--- config.mk ---
export PLATFORM = sky130hd
export DESIGN_NAME = light_onoff_sequencer_top
export DESIGN_NICKNAME = d
export VERILOG_FILES = /design/src/rtl/core/lseq_pkg.sv /design/src/rtl/core/lseq_csr.sv /design/src/rtl/core/lseq_in_reg.sv /design/src/rtl/core/lseq_core.sv /design/src/rtl/core/lseq_out_reg.sv /design/src/rtl/core/light_onoff_sequencer_top.sv
export SDC_FILE = /design/constraint.sdc
export NUM_CORES = 1
export LEC_CHECK = 0
export BUFFER_PORTS_ARGS = -buffer_cell sky130_fd_sc_hd__buf_4
export CAP_MARGIN = 20
export CORE_MARGIN = 2
export CORE_UTILIZATION = 60
export CTS_CLUSTER_SIZE = 24
export DETAILED_ROUTE_END_ITERATION = 8
export PLACE_DENSITY = 0.77
export RECOVER_POWER = 50
export SYNTH_ARGS = -nofsm -noshare
export SYNTH_HDL_FRONTEND = slang
export SYNTH_SLANG_ARGS = --single-unit
--- constraint.sdc ---
create_clock -name clock -period 5.2 [get_ports clock]
set_input_delay 1.04 -clock clock [delete_from_list [all_inputs] [get_ports clock]]
set_output_delay 1.04 -clock clock [all_outputs]
set_load 0.05 [all_outputs]
--- src/rtl/core/lseq_pkg.sv ---
// Shared types and constants of the on/off light sequencer.
`default_nettype none

package lseq_pkg;

   // Command codes of a request transaction
   localparam logic [1:0] CMD_TICK   = 2'd0;
   localparam logic [1:0] CMD_ON     = 2'd1;
   localparam logic [1:0] CMD_OFF    = 2'd2;
   localparam logic [1:0] CMD_EFFECT = 2'd3;

   // Report kinds
   localparam logic [1:0] RPT_NONE      = 2'd0;
   localparam logic [1:0] RPT_STARTED   = 2'd1;
   localparam logic [1:0] RPT_COMPLETED = 2'd2;

   // Report actions
   localparam logic ACT_OFF = 1'b0;
   localparam logic ACT_ON  = 1'b1;

   // Off effect kinds
   localparam logic EFF_DELAYED_OFF = 1'b0;
   localparam logic EFF_DYING_LIGHT = 1'b1;

   // CSR indexes
   localparam logic [1:0] CSR_AUTO_OFF_ENABLE  = 2'd0;
   localparam logic [1:0] CSR_AUTO_OFF_SECONDS = 2'd1;
   localparam logic [1:0] CSR_MOVEMENT_MS      = 2'd2;

   localparam int unsigned    CSR_INDEX_W      = 2;
   localparam int unsigned    CSR_DATA_W       = 16;
   localparam logic [15:0]    MOVEMENT_MS_RST  = 16'd2000;
   localparam logic [9:0]     MS_PER_SECOND    = 10'd1000;
   localparam int unsigned    AUTO_MS_W        = 26;
   localparam int unsigned    EFFECT_MS_W      = 14;
   localparam logic [13:0]    EFF_SHORT_MS     = 14'd800;
   localparam logic [13:0]    EFF_LONG_MS      = 14'd12800;
   localparam logic [13:0]    EFF_DYING_MS     = 14'd1500;

   typedef enum logic [1:0] {
      PH_OFF_DONE  = 2'd0,
      PH_ON_START  = 2'd1,
      PH_OFF_START = 2'd2,
      PH_ON_DONE   = 2'd3
   } phase_type;

   typedef struct packed {
      logic [1:0] command;
      logic [7:0] actor;
      logic       effect_id;
      logic [2:0] effect_variant;
   } req_type;

   typedef struct packed {
      logic       accepted;
      logic [1:0] report_kind;
      logic       report_action;
      logic [7:0] report_actor;
      logic       report_by_timer;
      logic       light_on;
      logic       in_progress;
   } rsp_type;

   typedef struct packed {
      logic        auto_off_enable;
      logic [15:0] auto_off_seconds;
      logic [15:0] movement_ms;
   } cfg_type;

   // Delay of an off effect; unknown variants expire on the next tick
   function automatic logic [EFFECT_MS_W-1:0] effect_ms(input logic       id,
                                                        input logic [2:0] variant);
      logic [EFFECT_MS_W-1:0] ms;
      ms = '0;
      if (id == EFF_DELAYED_OFF) begin
         if (variant == 3'd0 || variant == 3'd1) ms = EFF_SHORT_MS;
         else if (variant == 3'd2)               ms = EFF_LONG_MS;
      end else if (id == EFF_DYING_LIGHT && variant == 3'd0) begin
         ms = EFF_DYING_MS;
      end
      return ms;
   endfunction

endpackage

`default_nettype wire

--- src/rtl/core/lseq_csr.sv ---
// Configuration registers of the light sequencer.
`default_nettype none

module lseq_csr
   import lseq_pkg::*;
(
   input  wire logic                   clock,
   input  wire logic                   reset,
   input  wire logic                   csr_write_en,
   input  wire logic [CSR_INDEX_W-1:0] csr_index,
   input  wire logic [CSR_DATA_W-1:0]  csr_wdata,
   output cfg_type                     cfg
);

   cfg_type cfg_ff, cfg_in;

   always_comb begin
      cfg_in = cfg_ff;
      if (csr_write_en) begin
         case (csr_index)
            CSR_AUTO_OFF_ENABLE:  cfg_in.auto_off_enable  = csr_wdata[0];
            CSR_AUTO_OFF_SECONDS: cfg_in.auto_off_seconds = csr_wdata;
            CSR_MOVEMENT_MS:      cfg_in.movement_ms      = csr_wdata;
            default:              cfg_in = cfg_ff;  // drop writes past the map
         endcase
      end
   end

   always_ff @(posedge clock) begin
      if (reset) begin
         cfg_ff.auto_off_enable  <= 1'b0;
         cfg_ff.auto_off_seconds <= '0;
         cfg_ff.movement_ms      <= MOVEMENT_MS_RST;
      end else begin
         cfg_ff <= cfg_in;
      end
   end

   assign cfg = cfg_ff;

endmodule

`default_nettype wire

--- src/rtl/core/lseq_in_reg.sv ---
// Input register stage of the light sequencer.
`default_nettype none

module lseq_in_reg
   import lseq_pkg::*;
(
   input  wire logic    clock,
   input  wire logic    reset,
   input  wire logic    req_valid,
   output logic         req_ready,
   input  wire req_type req_data,
   output logic         item_valid,
   input  wire logic    item_take,
   output req_type      item_data
);

   logic    valid_ff, valid_in;
   req_type data_ff;

   assign req_ready = !valid_ff || item_take;
   assign valid_in  = (req_valid && req_ready) || (valid_ff && !item_take);

   always_ff @(posedge clock) begin
      if (reset) valid_ff <= 1'b0;
      else       valid_ff <= valid_in;
   end

   always_ff @(posedge clock) begin
      if (req_valid && req_ready) data_ff <= req_data;
   end

   assign item_valid = valid_ff;
   assign item_data  = data_ff;

endmodule

`default_nettype wire

--- src/rtl/core/lseq_core.sv ---
// Phase state, one-shot timer and per-transaction decision logic.
`default_nettype none

module lseq_core
   import lseq_pkg::*;
#(
   parameter int unsigned TIMER_WIDTH = 26
) (
   input  wire logic    clock,
   input  wire logic    reset,
   input  wire logic    fire,
   input  wire req_type item,
   input  wire cfg_type cfg,
   output rsp_type      rsp
);

   localparam int unsigned PW = (TIMER_WIDTH > AUTO_MS_W) ? TIMER_WIDTH : AUTO_MS_W;

   phase_type              phase_ff, phase_in;
   logic                   auto_armed_ff, auto_armed_in;
   logic                   effect_armed_ff, effect_armed_in;
   logic                   running_ff, running_in;
   logic [TIMER_WIDTH-1:0] left_ff, left_in;

   logic                   is_tick, is_on, is_off, is_effect;
   logic                   expire, exp_auto, exp_effect, exp_off_taken;
   logic                   exp_done_on, exp_done_off;
   logic                   req_on_taken, req_off_taken, start_off, start_move;
   logic [AUTO_MS_W-1:0]   auto_ms;
   logic [PW-1:0]          auto_ms_w;
   logic [TIMER_WIDTH-1:0] auto_ms_sat, move_ms, eff_ms;

   assign is_tick   = item.command == CMD_TICK;
   assign is_on     = item.command == CMD_ON;
   assign is_off    = item.command == CMD_OFF;
   assign is_effect = item.command == CMD_EFFECT;

   assign expire       = is_tick && running_ff && (left_ff <= TIMER_WIDTH'(1));
   assign exp_auto     = expire && auto_armed_ff;
   assign exp_effect   = expire && !auto_armed_ff && effect_armed_ff;
   // Effect expiry disarms the effect before the off is tried
   assign exp_off_taken = (exp_auto && phase_ff == PH_ON_DONE && !effect_armed_ff)
                        || (exp_effect && phase_ff == PH_ON_DONE);
   assign exp_done_off = expire && !auto_armed_ff && !effect_armed_ff
                        && phase_ff == PH_OFF_START;
   assign exp_done_on  = expire && !auto_armed_ff && !effect_armed_ff
                        && phase_ff == PH_ON_START;

   assign req_on_taken  = is_on && (phase_ff == PH_OFF_DONE || effect_armed_ff);
   assign req_off_taken = is_off && phase_ff == PH_ON_DONE && !effect_armed_ff;
   assign start_off     = req_off_taken || exp_off_taken;
   assign start_move    = req_on_taken || start_off;

   // Auto-off delay, saturated to the timer width
   assign auto_ms     = AUTO_MS_W'(cfg.auto_off_seconds) * AUTO_MS_W'(MS_PER_SECOND);
   assign auto_ms_w   = PW'(auto_ms);
   assign auto_ms_sat = (auto_ms_w > PW'({TIMER_WIDTH{1'b1}})) ? {TIMER_WIDTH{1'b1}}
                                                               : auto_ms_w[TIMER_WIDTH-1:0];
   assign move_ms     = TIMER_WIDTH'(cfg.movement_ms);
   assign eff_ms      = TIMER_WIDTH'(effect_ms(item.effect_id, item.effect_variant));

   // Phase next state
   always_comb begin
      phase_in = phase_ff;
      if (req_on_taken)      phase_in = PH_ON_START;
      else if (start_off)    phase_in = PH_OFF_START;
      else if (exp_done_off) phase_in = PH_OFF_DONE;
      else if (exp_done_on)  phase_in = PH_ON_DONE;
   end

   // Arm flags and timer
   always_comb begin
      auto_armed_in   = auto_armed_ff;
      effect_armed_in = effect_armed_ff;
      running_in      = running_ff;
      left_in         = left_ff;
      if (exp_auto || req_off_taken)      auto_armed_in = 1'b0;
      else if (exp_done_on && cfg.auto_off_enable) auto_armed_in = 1'b1;
      if (exp_effect || req_on_taken)     effect_armed_in = 1'b0;
      else if (is_effect)                 effect_armed_in = 1'b1;
      if (start_move) begin
         running_in = 1'b1;
         left_in    = move_ms;
      end else if (exp_done_on && cfg.auto_off_enable) begin
         running_in = 1'b1;
         left_in    = auto_ms_sat;
      end else if (is_effect) begin
         running_in = 1'b1;
         left_in    = eff_ms;
      end else if (expire) begin
         running_in = 1'b0;
      end else if (is_tick && running_ff) begin
         left_in = left_ff - TIMER_WIDTH'(1);
      end
   end

   // Result fields
   always_comb begin
      rsp                 = '0;
      rsp.accepted        = req_on_taken || req_off_taken;
      if (start_move)                        rsp.report_kind = RPT_STARTED;
      else if (exp_done_on || exp_done_off)  rsp.report_kind = RPT_COMPLETED;
      else                                   rsp.report_kind = RPT_NONE;
      rsp.report_action   = (req_on_taken || exp_done_on) ? ACT_ON : ACT_OFF;
      rsp.report_actor    = (req_on_taken || req_off_taken) ? item.actor : 8'd0;
      rsp.report_by_timer = exp_off_taken;
      rsp.light_on        = phase_in == PH_ON_DONE;
      rsp.in_progress     = phase_in == PH_ON_START || phase_in == PH_OFF_START;
   end

   always_ff @(posedge clock) begin
      if (reset) begin
         phase_ff        <= PH_OFF_DONE;
         auto_armed_ff   <= 1'b0;
         effect_armed_ff <= 1'b0;
         running_ff      <= 1'b0;
         left_ff         <= '0;
      end else if (fire) begin
         phase_ff        <= phase_in;
         auto_armed_ff   <= auto_armed_in;
         effect_armed_ff <= effect_armed_in;
         running_ff      <= running_in;
         left_ff         <= left_in;
      end
   end

endmodule

`default_nettype wire

--- src/rtl/core/lseq_out_reg.sv ---
// Result register stage of the light sequencer.
`default_nettype none

module lseq_out_reg
   import lseq_pkg::*;
(
   input  wire logic    clock,
   input  wire logic    reset,
   input  wire logic    load,
   input  wire rsp_type load_data,
   output logic         can_load,
   output logic         rsp_valid,
   input  wire logic    rsp_ready,
   output rsp_type      rsp_data
);

   logic    valid_ff, valid_in;
   rsp_type data_ff;

   // Hold a waiting result until it is taken; refill in the same cycle
   assign can_load = !valid_ff || rsp_ready;
   assign valid_in = load || (valid_ff && !rsp_ready);

   always_ff @(posedge clock) begin
      if (reset) valid_ff <= 1'b0;
      else       valid_ff <= valid_in;
   end

   always_ff @(posedge clock) begin
      if (load) data_ff <= load_data;
   end

   assign rsp_valid = valid_ff;
   assign rsp_data  = data_ff;

endmodule

`default_nettype wire

--- src/rtl/core/light_onoff_sequencer_top.sv ---
// Top level of the on/off light sequencer.
//
//   channel  direction  handshake              payload
//   req_     in         req_valid/req_ready    req_type  (command, actor, effect)
//   rsp_     out        rsp_valid/rsp_ready    rsp_type  (one result per request)
//   csr_     in         csr_write_en           csr_index, csr_wdata
//
// One transaction is taken per cycle unless a stalled rsp_ fills both stages; its
// result passes the input register at acceptance, then the result register.
// The phase and timer update is a single pass of compares and one counter step.
// Reset clears phase, arm flags, timer and CSRs (movement time back to 2000 ms).
// A stalled rsp_ holds the result and the input register; req_ready drops only
// when both stages are full.
`default_nettype none

module light_onoff_sequencer_top
   import lseq_pkg::*;
#(
   parameter int unsigned TIMER_WIDTH = 26
) (
   input  wire logic                   clock,
   input  wire logic                   reset,
   input  wire logic                   req_valid,
   output logic                        req_ready,
   input  wire req_type                req_data,
   output logic                        rsp_valid,
   input  wire logic                   rsp_ready,
   output rsp_type                     rsp_data,
   input  wire logic                   csr_write_en,
   input  wire logic [CSR_INDEX_W-1:0] csr_index,
   input  wire logic [CSR_DATA_W-1:0]  csr_wdata
);

   cfg_type cfg;
   req_type item;
   rsp_type step_rsp;
   logic    item_valid, can_load, fire;

   assign fire = item_valid && can_load;

   lseq_csr u_csr (
      .clock        (clock),
      .reset        (reset),
      .csr_write_en (csr_write_en),
      .csr_index    (csr_index),
      .csr_wdata    (csr_wdata),
      .cfg          (cfg)
   );

   lseq_in_reg u_in_reg (
      .clock      (clock),
      .reset      (reset),
      .req_valid  (req_valid),
      .req_ready  (req_ready),
      .req_data   (req_data),
      .item_valid (item_valid),
      .item_take  (fire),
      .item_data  (item)
   );

   lseq_core #(
      .TIMER_WIDTH (TIMER_WIDTH)
   ) u_core (
      .clock (clock),
      .reset (reset),
      .fire  (fire),
      .item  (item),
      .cfg   (cfg),
      .rsp   (step_rsp)
   );

   lseq_out_reg u_out_reg (
      .clock     (clock),
      .reset     (reset),
      .load      (fire),
      .load_data (step_rsp),
      .can_load  (can_load),
      .rsp_valid (rsp_valid),
      .rsp_ready (rsp_ready),
      .rsp_data  (rsp_data)
   );

   a_accept_is_user_start: assert property (@(posedge clock) disable iff (reset)
      rsp_valid && rsp_data.accepted |->
         rsp_data.report_kind == RPT_STARTED && !rsp_data.report_by_timer
         && rsp_data.in_progress)
      else $error("accepted request without a user start report");

   a_timer_start_is_off: assert property (@(posedge clock) disable iff (reset)
      rsp_valid && rsp_data.report_by_timer |->
         rsp_data.report_kind == RPT_STARTED && rsp_data.report_action == ACT_OFF
         && rsp_data.report_actor == 8'd0 && !rsp_data.accepted)
      else $error("timer-started action is not a plain off");

   a_complete_settles: assert property (@(posedge clock) disable iff (reset)
      rsp_valid && rsp_data.report_kind == RPT_COMPLETED |->
         !rsp_data.in_progress && rsp_data.light_on == rsp_data.report_action)
      else $error("completion report does not match the settled phase");

   a_item_waits: assert property (@(posedge clock) disable iff (reset)
      item_valid && !can_load |=> item_valid && $stable(item))
      else $error("pending transaction lost while result stage is full");

endmodule

`default_nettype wire

== Word-level counts from Yosys, hierarchy flattened ==
Index checks and enable logic that the tools add are counted.
Cells by class
  magnitude comparators: 2
  reductions and logical operators: 56
  add/subtract/negate cells: 1
  multipliers: 1
  muxes and demuxes: 24
  eq/ne operators: 14
Operators by type and width (number)
  26-bit two-way mux: 6
  14-bit two-way mux: 3
  26-bit greater-than comparator, second input constant: 1
  26-bit by 1-bit less-or-equal comparator with 1-bit output, second input constant: 1
  26-bit by 1-bit subtractor with 26-bit output, second input constant: 1
  16-bit by 7-bit multiplier with 23-bit output, second input constant: 1
  1-bit logical AND: 20
  1-bit logical OR: 15
  2-bit == test, second input constant: 7
  2-bit AND reduction: 6
  11-bit two-way mux: 1
  2-bit two-way mux: 5
  1-bit two-way mux: 9
  2-bit by 1-bit == test with 1-bit output, second input constant: 4
  4-bit nonzero test: 2
  1-bit zero test: 6
  2-bit zero test: 3
  4-bit by 3-bit != test with 1-bit output, second input constant: 1
  2-bit nonzero test: 2
  3-bit by 1-bit == test with 1-bit output, second input constant: 1
  3-bit by 2-bit == test with 1-bit output, second input constant: 1
  3-bit zero test: 1
  3-bit AND reduction: 1
Word-level totals
  output and inout port bits: 17
  bits in registers: 95
  bits of input ports: 37

== Depth between registers and ports, before layout ==
Gate-level depths: netlist of the first run.
  depth after elaboration: 12
  gate-level depth with buffers: 17

== Modules after synthesis ==
Synthesis of the first run repeated with hierarchy kept, for this count alone.
Second synthesis, totals
  cells, all modules: 794
  area, all modules: 7463.4 sq um
By module, submodules not included
  lseq_core: cells each 620, instances 1, area each 5086.1 sq um, sequential area each 620.6 sq um
  lseq_csr: cells each 135, instances 1, area each 1398.8 sq um, sequential area each 660.6 sq um
  lseq_out_reg: cells each 19, instances 1, area each 496.7 sq um, sequential area each 470.5 sq um
  lseq_in_reg: cells each 19, instances 1, area each 475.5 sq um, sequential area each 440.4 sq um
  light_onoff_sequencer_top: cells each 1, instances 1, area each 6.3 sq um, sequential area each 0.0 sq um

== Worst setup path after synthesis of the first run ==
No wires, ideal clock.
  path kind: reg-to-reg
  from: reg u_csr.cfg_ff (netlist bit u_csr.cfg[17])
  to: reg u_core.left_ff[20]
  cell stages (with the launch flop): 15
  setup slack: 650 ps
  buffers on the path: 0
  data required time: 5130 ps
  arrival time: 4479 ps
  clock period less this slack: 4550 ps
  cell sequence: dfxtp_1 fa_1 fa_1 inv_1 fa_1 fa_1 inv_1 ha_1 o21ai_0 o211ai_1 a41oi_1 nor2_1 a211o_1 or4_1 a21oi_1
On the way
  cells in the longest elaborated chain, start to end: 5
Ends and longest elaborated chain
  from (decl): RTL line lseq_csr.sv:15  | cfg_type cfg_ff, cfg_in;
  from (signal assigned): RTL line lseq_csr.sv:35  | cfg_ff <= cfg_in;
  16-bit by 7-bit multiplier with 23-bit output *: RTL line lseq_core.sv:55  | assign auto_ms = AUTO_MS_W'(cfg.auto_off_seconds) * AUTO_MS_W'(MS_PER_SECOND);
  26-bit greater-than comparator: RTL line lseq_core.sv:57  | assign auto_ms_sat = (auto_ms_w > PW'({TIMER_WIDTH{1'b1}})) ? {TIMER_WIDTH{1'b1}}
  26-bit two-way mux *: RTL line lseq_core.sv:57
  26-bit two-way mux *: RTL line lseq_core.sv:84  | end else if (exp_done_on && cfg.auto_off_enable) begin
  26-bit two-way mux *: RTL line lseq_core.sv:81  | if (start_move) begin
  to (signal assigned): RTL line lseq_core.sv:123  | left_ff <= left_in;
  to (decl): RTL line lseq_core.sv:23  | logic [TIMER_WIDTH-1:0] left_ff, left_in;
Every way passes the cells marked *; elsewhere a longest branch is shown, timed or not.
A chain may end at the register's enable or synchronous reset.

== Worst setup path after layout of the first run ==
  from: reg u_csr.cfg_ff (netlist bit u_csr.cfg[18])
  to: reg u_core.left_ff[21]
Same word-level chain as after synthesis.

==> summary.md, run 1 <==
| Metric | Value |
|---|---|
| Period minus WS final | approximately 4.9 ns |
| First-pass GRT wire length | 27400 um |
| Pwr/cell area | 259 mW/mm^2 |
| # DRC | 0 |
| Worst VDD drop | 0.000271 V |
| Post-synthesis async set-or-reset flop share | 0 |
| Worst-case hold slack | 0.461 ns |
| Max Cap Viol | 0 |
| Detailed router's first-iteration violation count | 560 |
| Syn_nets | 963 |
| Via count | 5898 |
| Pwr Total | around 2100 uW |
| #FFs+latches synth | 95 |
| Die width | 114 um |
| Worst skew pair latency | 0.36 ns |
| Tcrit/Tclk final | 0.944 |
| Worst Tran Pin Value | between 0.9 and 1 ns |
| Yosys cell types | 61 |
| Post-synth EDFFs | 29 |
| Vias per inst | 5.87 |
| WL final | 16700 um |
| Row count | 40 |
| Clock-pin slew on the worst setup and hold paths | about 0.070 ns |
| CP max FO | 6 |
| Final hold vios | 0 |
| # H-tree levels | 3 |
| WP data required | around 5.5 ns |
| TritonCTS clock tree | done |
| Port bufs | 53 |
| # diodes | 0 |
| Root buffer cell | clkbuf_16 |
| Ranking of synthesized cells by area | dfxtp_1, fa_1, edfxtp_1, ha_1, nand2_1 |
| Initial antenna violation count | 0 |
| Status | completed |
| GRT Residual Overflow | 0 |
| Vias in the first global route | 5580 |
| Post-route setup TNS | 0 ns |
| Global Route Usage Sum | 0.267 |
| Synth Warn # | 0 |
| Post-Syn Area | a little over 0.007 sq mm |
| Worst path arrival time | 5.20 ns |
| Largest net degree at the start of global routing | 70 |
| RSZ-0062 raised after global routing | no |
| Post-synthesis sequential area ratio | 0.303 |
| Power share of the sequential group | 0.397 |
| Flop2flop setup slack | 0.29 ns |
| TritonRoute pass-1 iters | 5 |
| Logic pwr share | 0.247 |
| Num CTS Buffers | 9 |
| Post-synth top area share | 0.183 |
| Slew Viols, Final | 0 |
| Leak | 0.00332 uW |
| Mapped Cells | 817 |
| Setup violators final | 0 |
| Mapped Avg Cell Area | 8.84 sq um |
| Nature of the critical path startpoint | flip-flop |
| Die Height | 114 um |
| Die area | about 0.013 sq mm |
| DR WL/cell | 16.6 um |
| Detail Placement HPWL | 12500 um |
| Boundary Pins | 54 |
| Worst setup EP type | flip-flop |
| Final Non-Filler Cells | 1004 |
| CORE AREA | 0.0119 sq mm |
| P&R area growth vs syn | 11.2% |
| Starting density of the core | 0.609 |
| Layout cell share with drive strength beyond 1 | 0.0980 |
| Worst slew margin | 0.362 |
| Placed insts | between 900 and 1000 |
| Internal Power | 1430 uW |
| Worst Hold Class | flip-flop to flip-flop |
| Nets | 998 |
| Clock share of power | 0.356 |
| Worst clock skew | 0.00736 ns |
| Maximum clock path buffer count | 2 |
| Switching Share | 0.314 |
| Routability congestion estimate | 0.958 |
| Top FF cell, synth | dfxtp_1 |
| Clock Sinks | 95 |
| Switching power | around 660 uW |
| Area leader, netlist | dfxtp_1 |
| FMAX | 204 MHz |
| Setup CP Type | flip-flop to flip-flop |
| Post-CTS Setup Inserts | 0 |
| Post-DRT Antenna Nets | 0 |
## metal layers
metal,vias up,GRT usage,part of all wire
li1,2880,-,-
met1,2793,0.360,0.44
met2,204,0.444,0.49
met3,21,0.0569,0.063
met4,0,0.0675,0.013
met5,-,0,0
## cells by family after synthesis
group / share of synthesized area
AO/OA/AOI/OAI: 0.147
AND/OR/NAND/NOR: 0.196
flip-flops: 0.303
adder cells (fa/ha/maj): 0.245
XOR/XNOR: 0.0388
multiplexers: 0.00416
buffers and inverters: 0.0658
## layout make-up
class	instances	area, sq um
fill	922	3830
clock buffer	10	229
multi-input combinational	598	4570
clock inverter	6	100
sequential	95	2190
tap	147	184
inverter	90	338
timing repair buffer	58	420
## cells in the mapped netlist (all sizes together) (9+ instances only)
library cell and instances:
a211oi 14, a21oi 71, and2 12, clkbuf 28, dfxtp 66, edfxtp 29, fa 54, ha 55
inv 89, nand2 108, nand3 12, nand3b 11, nor2 48, nor3 29, nor4 13, o211ai 9
o21ai 32, o21bai 9, xnor2 17, xor2 15
## placed cells by master, fill, tap and decap left out, drive strengths merged, types with 7 or more instances in the layout
cell	netlist	routed
o21ai	32	32
nor4	13	13
and2	12	12
or2	7	7
inv	89	93
o21bai	9	9
nand3	12	12
xnor2	17	17
a211oi	14	14
fa	54	54
o211ai	9	9
nand4	7	7
nor2	48	48
edfxtp	29	29
nor3	29	29
a21oi	71	71
nand2	108	108
buf	6	38
a21o	7	7
xor2	15	15
or4	7	7
nand3b	11	11
clkbuf	28	30
dfxtp	66	66
ha	55	55
## sequential cells by signal, indices dropped and copies added, names as in the netlist
name	count
u_out_reg.rsp_valid	1
u_core.left_ff	26
u_core.phase_ff	2
u_in_reg.item_valid	1
u_in_reg.item_data	14
u_core.effect_armed_ff	1
u_core.running_ff	1
u_core.auto_armed_ff	1
u_out_reg.rsp_data	15
u_csr.cfg	33
## metrics by stage
stage	worst slack, ns	util	instance area, sq um
CTS	0.221	0.677	8030
detailed placement	0.246	0.649	7700
floorplan	0.650	-	7220
global route	0.0536	0.677	8030
global placement	0.399	0.649	7700
finish	0.292	0.677	8030
## final timing paths
kind | startpoint | end | depth (start not counted)
worst min-delay path | u_core.left_ff[10] | u_core.left_ff[10] | 2
worst min register to register | u_core.left_ff[10] | u_core.left_ff[10] | 2
worst max-delay path | u_csr.cfg[18] | u_core.left_ff[21] | 15
worst max register to register | u_csr.cfg[18] | u_core.left_ff[21] | 15
## power groups by stage
stage / sequential (uW) / clock [uW] / combinational, uW
6_report: 827 / 743 / 514
4_1_cts: 826 / 746 / 511
3_5_place_dp: 843 / 0 / 505
3_3_place_gp: 841 / 0 / 493
5_1_grt: 831 / 769 / 578
2_1_floorplan: 854 / 0 / 370
## critical path: stages, from the launching register on
cell,delay [ns]
dfxtp_1,0.47
inv_1,0.14
fa_1,0.58
fa_1,0.44
fa_1,0.50
fa_1,0.52
inv_1,0.04
ha_1,0.37
nand4_1,0.16
o22ai_1,0.12
nor3_2,0.22
a21oi_1,0.15
a311o_1,0.38
a2111oi_1,0.43
o21ai_0,0.15
a31oi_1,0.17
## repair_timing
item                       in CTS  in global routing
gates resized for setup         0                  3
hold buffers                    0                  0
setup endpoints to repair       0                  4
(Power assumes the default switching activity.)
==> run 2: changes to the inputs <==
--- a/config.mk
+++ b/config.mk
@@ -8,10 +8,11 @@
 export BUFFER_PORTS_ARGS = -buffer_cell sky130_fd_sc_hd__buf_4
 export CAP_MARGIN = 20
 export CORE_MARGIN = 2
-export CORE_UTILIZATION = 60
+export CORE_UTILIZATION = 50
 export CTS_CLUSTER_SIZE = 24
 export DETAILED_ROUTE_END_ITERATION = 8
-export PLACE_DENSITY = 0.77
+export GPL_ROUTABILITY_DRIVEN = 0
+export PLACE_DENSITY = 0.68
 export RECOVER_POWER = 50
 export SYNTH_ARGS = -nofsm -noshare
 export SYNTH_HDL_FRONTEND = slang
==> summary.md, run 2 (synthesis gave the netlist of run 1 again) <==
| Metric | Value |
|---|---|
| Status | completed |
| Die Height | around 120 um |
| First-pass GRT wire length | 29200 um |
| Pwr/cell area | 257 mW/mm^2 |
| TritonCTS clock tree | done |
| Port bufs | 53 |
| Crit path cell chain | fa_1 > fa_1 > inv_1 > fa_1 > fa_1 > inv_1 > ha_1 > o21ai_0 > o211ai_1 > a41oi_2 > nor2_1 > a211o_1 > or4_1 > a21oi_1 |
| Worst VDD drop | around 0.00018 V |
| Vias per inst | 5.69 |
| Leak | 0.00331 uW |
| Worst Hold Class | flip-flop to flip-flop |
| Worst Tran Pin Value | 1.07 ns |
| Root buffer cell | clkbuf_16 |
| Worst path arrival time | 5.15 ns |
| Die area | roughly 0.015 sq mm |
| P&R area growth vs syn | 11.8% |
| Storage element area | 0.00219 sq mm |
| Layout cell share with drive strength beyond 1 | 0.100 |
| Worst setup EP type | flip-flop |
| Hold_buf cts | 0 |
| Crit-path max cell delay | 0.54 ns |
| Critical path buffers and inverters | 2 |
| DR WL/cell | about 17 um |
| GRT Residual Overflow | 0 |
| Post-CTS Setup Inserts | 0 |
| Post-route setup TNS | 0 ns |
| Commonest non-fill, non-tap cells in the layout | nand2_1, inv_1, a21oi_1 |
| Largest net degree at the start of global routing | 70 |
| RSZ-0062 raised after global routing | no |
| CP max stage cell | fa_1 |
| Clock Sinks | 95 |
| Row count | 43 |
| Global Route Usage Sum | 0.231 |
| Worst path top cell family by delay | adder cells |
| Final Core Density | 0.578 |
| # diodes | 0 |
| Initial antenna violation count | 0 |
| Vias in the first global route | 5956 |
| Nature of the critical path startpoint | flip-flop |
| Slew Viols, Final | 0 |
| Design area | 0.00808 sq mm |
| CORE AREA | 0.0140 sq mm |
| Worst clock skew | 0.00804 ns |
| WL final | 17400 um |
| Setup violators final | 0 |
| Boundary Pins | 54 |
| Final hold vios | 0 |
| Largest register FFs | 33 |
| Starting density of the core | 0.516 |
| # DRC | 0 |
| Post-DRT Antenna Nets | 0 |
| Via count | 5908 |
| Most common cell on crit path | fa_1 |
| Die width | roughly 120 um |
| Nets | 999 |
| Worst slew margin | 0.286 |
| CP max FO | 6 |
| FMAX | just over 200 MHz |
| Max Cap Viol | 0 |
| Placed Area | 0.00774 sq mm |
| Detail Placement HPWL | 13100 um |
| Clock-pin slew on the worst setup and hold paths | approximately 0.08 ns |
| Area of the multi-input gates | 0.00458 sq mm |
| # H-tree levels | 3 |
| Num CTS Buffers | 9 |
| Detailed router's first-iteration violation count | 396 |
| Worst skew pair latency | 0.36 ns |
| Maximum clock path buffer count | 2 |
| Period minus WS final | just under 5 ns |
| Setup CP Type | flip-flop to flip-flop |
| Fill cells | 1248 |
| Commonest non-fill, non-tap cell in the layout | nand2_1 |
| Tcrit/Tclk final | 0.934 |
| TritonRoute pass-1 iters | 5 |
| WP data required | 5.49 ns |
## run 2: cell type report
class	count	share of cell area
clock inverters	7	0.0118
inverters	90	0.0418
well taps	180	0.0279
repair buffers	59	0.0525
flip-flops and latches	95	0.271
clock buffers	9	0.0279
multi-input cells	598	0.567
## run 2: final timing paths
kind | from | to | slack (ns) | cells past startpoint
setup / recovery | u_csr.cfg[17] | u_core.left_ff[20] | 0.34 | 14
hold / removal | u_csr.cfg[5] | u_csr.cfg[5] | 0.47 | 2
setup reg to reg | u_csr.cfg[17] | u_core.left_ff[20] | 0.34 | 14
hold reg to reg | u_csr.cfg[5] | u_csr.cfg[5] | 0.47 | 2
## run 2: worst reg2reg max path, delay by kind of cell (launching register included)
family	cells	cell delay [ns]
buffers and inverters	2	0.10
adders and majority gates	5	2.41
and+or+nand+nor	2	0.56
AOI/OAI and AO/OA	5	1.26
DFF	1	0.47
## run 2: power breakdown
| part | total (uW) | internal, uW | switching, uW |
|---|---|---|---|
| Clock | 724 | 389 | 335 |
| Combinational | 524 | 202 | 321 |
| Sequential | 825 | 796 | 29.1 |
## run 2: through the flow
stage               setup slack, ns  total power, uW  hold WS [ns]  std cells
floorplan                     0.650             1220         0.432        817
global placement              0.362             1340         0.446       1020
detailed placement            0.225             1360         0.454       1020
CTS                           0.186             2080         0.470       1036
global route                 0.0247             2180         0.497       1038
finish                        0.342             2070         0.472       1038
## run 2: per-layer routing
layer | GRT usage | part of all wire | vias to the layer above
li1 | - | - | 2875
met1 | 0.297 | 0.45 | 2878
met2 | 0.397 | 0.49 | 122
met3 | 0.0271 | 0.030 | 33
met4 | 0.0912 | 0.028 | 0
met5 | 0 | 0 | -
## run 2: timing repair
item,in CTS,in global routing
hold endpoints to repair,0,0
resized for setup,0,5
setup endpoints to repair,0,5
==> run 3: changes to the inputs <==
--- a/config.mk
+++ b/config.mk
@@ -14,6 +14,7 @@
 export GPL_ROUTABILITY_DRIVEN = 0
 export PLACE_DENSITY = 0.68
 export RECOVER_POWER = 50
+export REMOVE_ABC_BUFFERS = 1
 export SYNTH_ARGS = -nofsm -noshare
 export SYNTH_HDL_FRONTEND = slang
 export SYNTH_SLANG_ARGS = --single-unit
==> constraint.sdc (replaced) <==
create_clock -name clock -period 5.8 [get_ports clock]
set_input_delay 1.16 -clock clock [delete_from_list [all_inputs] [get_ports clock]]
set_output_delay 1.16 -clock clock [all_outputs]
set_load 0.05 [all_outputs]
==> summary.md, run 3 (synthesis gave the netlist of run 1 again) <==
| Metric | Value |
|---|---|
| CORE AREA | approximately 0.014 sq mm |
| Crit path from | u_csr.cfg[17] |
| Setup violators final | 0 |
| Worst Hold Class | flip-flop to flip-flop |
| R2r startpoint | u_csr.cfg[17] |
| Worst Tran Pin Value | 3.07 ns |
| Pwr/cell area | 229 mW/mm^2 |
| Final setup margin | 0.785 ns |
| Switching Share | 0.326 |
| WL final | 16700 um |
| Commonest non-fill, non-tap cell in the layout | nand2_1 |
| Post-CTS Setup Inserts | 0 |
| Most common cell on crit path | fa_1 |
| Post-CTS Resized | 0 |
| Port bufs | 53 |
| Clock-pin slew on the worst setup and hold paths | 0.07 ns |
| Worst slack at placement | 0.831 ns |
| Slew Viols, Final | 70 |
| Worst path arrival time | ~5.3 ns |
| Boundary Pins | 54 |
| Setup CP Type | flip-flop to flip-flop |
| Crit path cell chain | fa_1 > fa_1 > inv_1 > fa_1 > fa_1 > inv_1 > ha_1 > o21ai_0 > o211ai_1 > a41oi_1 > nor2_1 > a211o_1 > or4_1 > a21oi_1 |
| Largest register FFs | 33 |
| Power share of the sequential group | 0.401 |
| TritonRoute pass-1 iters | 5 |
| Tcrit/Tclk final | 0.865 |
| DR WL/cell | 16.1 um |
| Commonest non-fill, non-tap cells in the layout | nand2_1, inv_1, a21oi_1 |
| Row count | 43 |
| Max Cap Viol | 1 |
| P&R area growth vs syn | 11.3% |
| CP max FO | 6 |
| Die area | 0.0154 sq mm |
| Internal Power | 1240 uW |
| Nature of the critical path startpoint | flip-flop |
| Nets | 997 |
| Starting density of the core | 0.516 |
| Worst VDD drop | 0.000161 V |
| RSZ-0062 raised after global routing | no |
| # H-tree levels | 3 |
| CP max stage cell | fa_1 |
| Detailed router's first-iteration violation count | 481 |
| Global Route Usage Sum | 0.227 |
| Die width | ~120 um |
| Fill cells | 1223 |
| # DRC | 0 |
| Period minus WS final | 5.02 ns |
| Root buffer cell | clkbuf_16 |
| Via count | roughly 5900 |
| Hold_buf cts | 0 |
| WP data required | between 6 and 7 ns |
| Failing checks | capacitance limit, slew limit |
| Num CTS Buffers | 9 |
| Clock share of power | 0.348 |
| # diodes | 0 |
| TritonCTS clock tree | done |
| Worst slew margin | -1.04 |
| First-pass GRT wire length | between 20000 and 30000 um |
| Largest net degree at the start of global routing | 70 |
| Logic pwr share | 0.251 |
| Leak | 0.00331 uW |
| Post-route setup TNS | 0 ns |
| Layout cell share with drive strength beyond 1 | 0.0970 |
| Vias in the first global route | 5889 |
| Vias per inst | about 5.7 |
| Switching power | 600 uW |
| Worst skew pair latency | approximately 0.36 ns |
| Final hold vios | 0 |
| GRT Residual Overflow | 0 |
| Post-DRT Antenna Nets | 0 |
| Worst setup EP type | flip-flop |
| Initial antenna violation count | 0 |
| Detail Placement HPWL | 12700 um |
| Worst clock skew | 0.00804 ns |
| FMAX | 199 MHz |
| Crit-path max cell delay | 0.52 ns |
| Die Height | 124 um |
| Maximum clock path buffer count | 2 |
| Status | finished with violations |
| Worst-case hold slack | 0.459 ns |
| Clock Sinks | 95 |
| Hold_sp | u_core.left_ff[10] |
## run 3: stage by stage
step,instance area (sq um),util,total power [uW],cells
2_1_floorplan,7090,-,1090,783
3_3_place_gp,7730,0.553,1200,1019
3_5_place_dp,7730,0.553,1210,1019
4_1_cts,8060,0.576,1860,1035
5_1_grt,8040,0.575,1950,1036
6_report,8040,0.575,1840,1036
## run 3: final cells by class
cell class | instances | area, sq um | share of cell area
Multi-Input combinational cell | 598 | 4560 | 0.566
Sequential cell | 95 | 2190 | 0.273
Inverter | 90 | 338 | 0.0420
Tap cell | 180 | 225 | 0.0280
Clock buffer | 9 | 225 | 0.0280
Timing Repair Buffer | 57 | 409 | 0.0509
Clock inverter | 7 | 97.6 | 0.0121
## run 3: final timing paths
check / slack, ns / endpoint / cells after the start
hold reg to reg: 0.46 / u_core.left_ff[10] / 2
setup reg to reg: 0.78 / u_core.left_ff[20] / 14
setup / recovery: 0.78 / u_core.left_ff[20] / 14
hold / removal: 0.46 / u_core.left_ff[10] / 2
## run 3: power by group through the flow
stage	sequential (uW)	combinational (uW)	clock [uW]
2_1_floorplan	767	320	0
5_1_grt	744	525	681
4_1_cts	739	466	651
3_5_place_dp	754	460	0
6_report	740	463	642
3_3_place_gp	753	450	0
## run 3: per-layer routing
layer	track usage	up-vias	routed length [um]
met3	0.0267	13	512
met2	0.394	118	8470
met1	0.299	2853	7560
met5	0	-	0
met4	0.0648	0	157
li1	-	2872	-
## run 3: worst max-delay path: cells and delay by family (launching register included)
family	cells	cell delay [ns]
flip-flops	1	0.46
AO/OA/AOI/OAI	5	1.43
buffers and inverters	2	0.11
adder cells (fa/ha/maj)	5	2.38
AND/OR/NAND/NOR	2	0.56
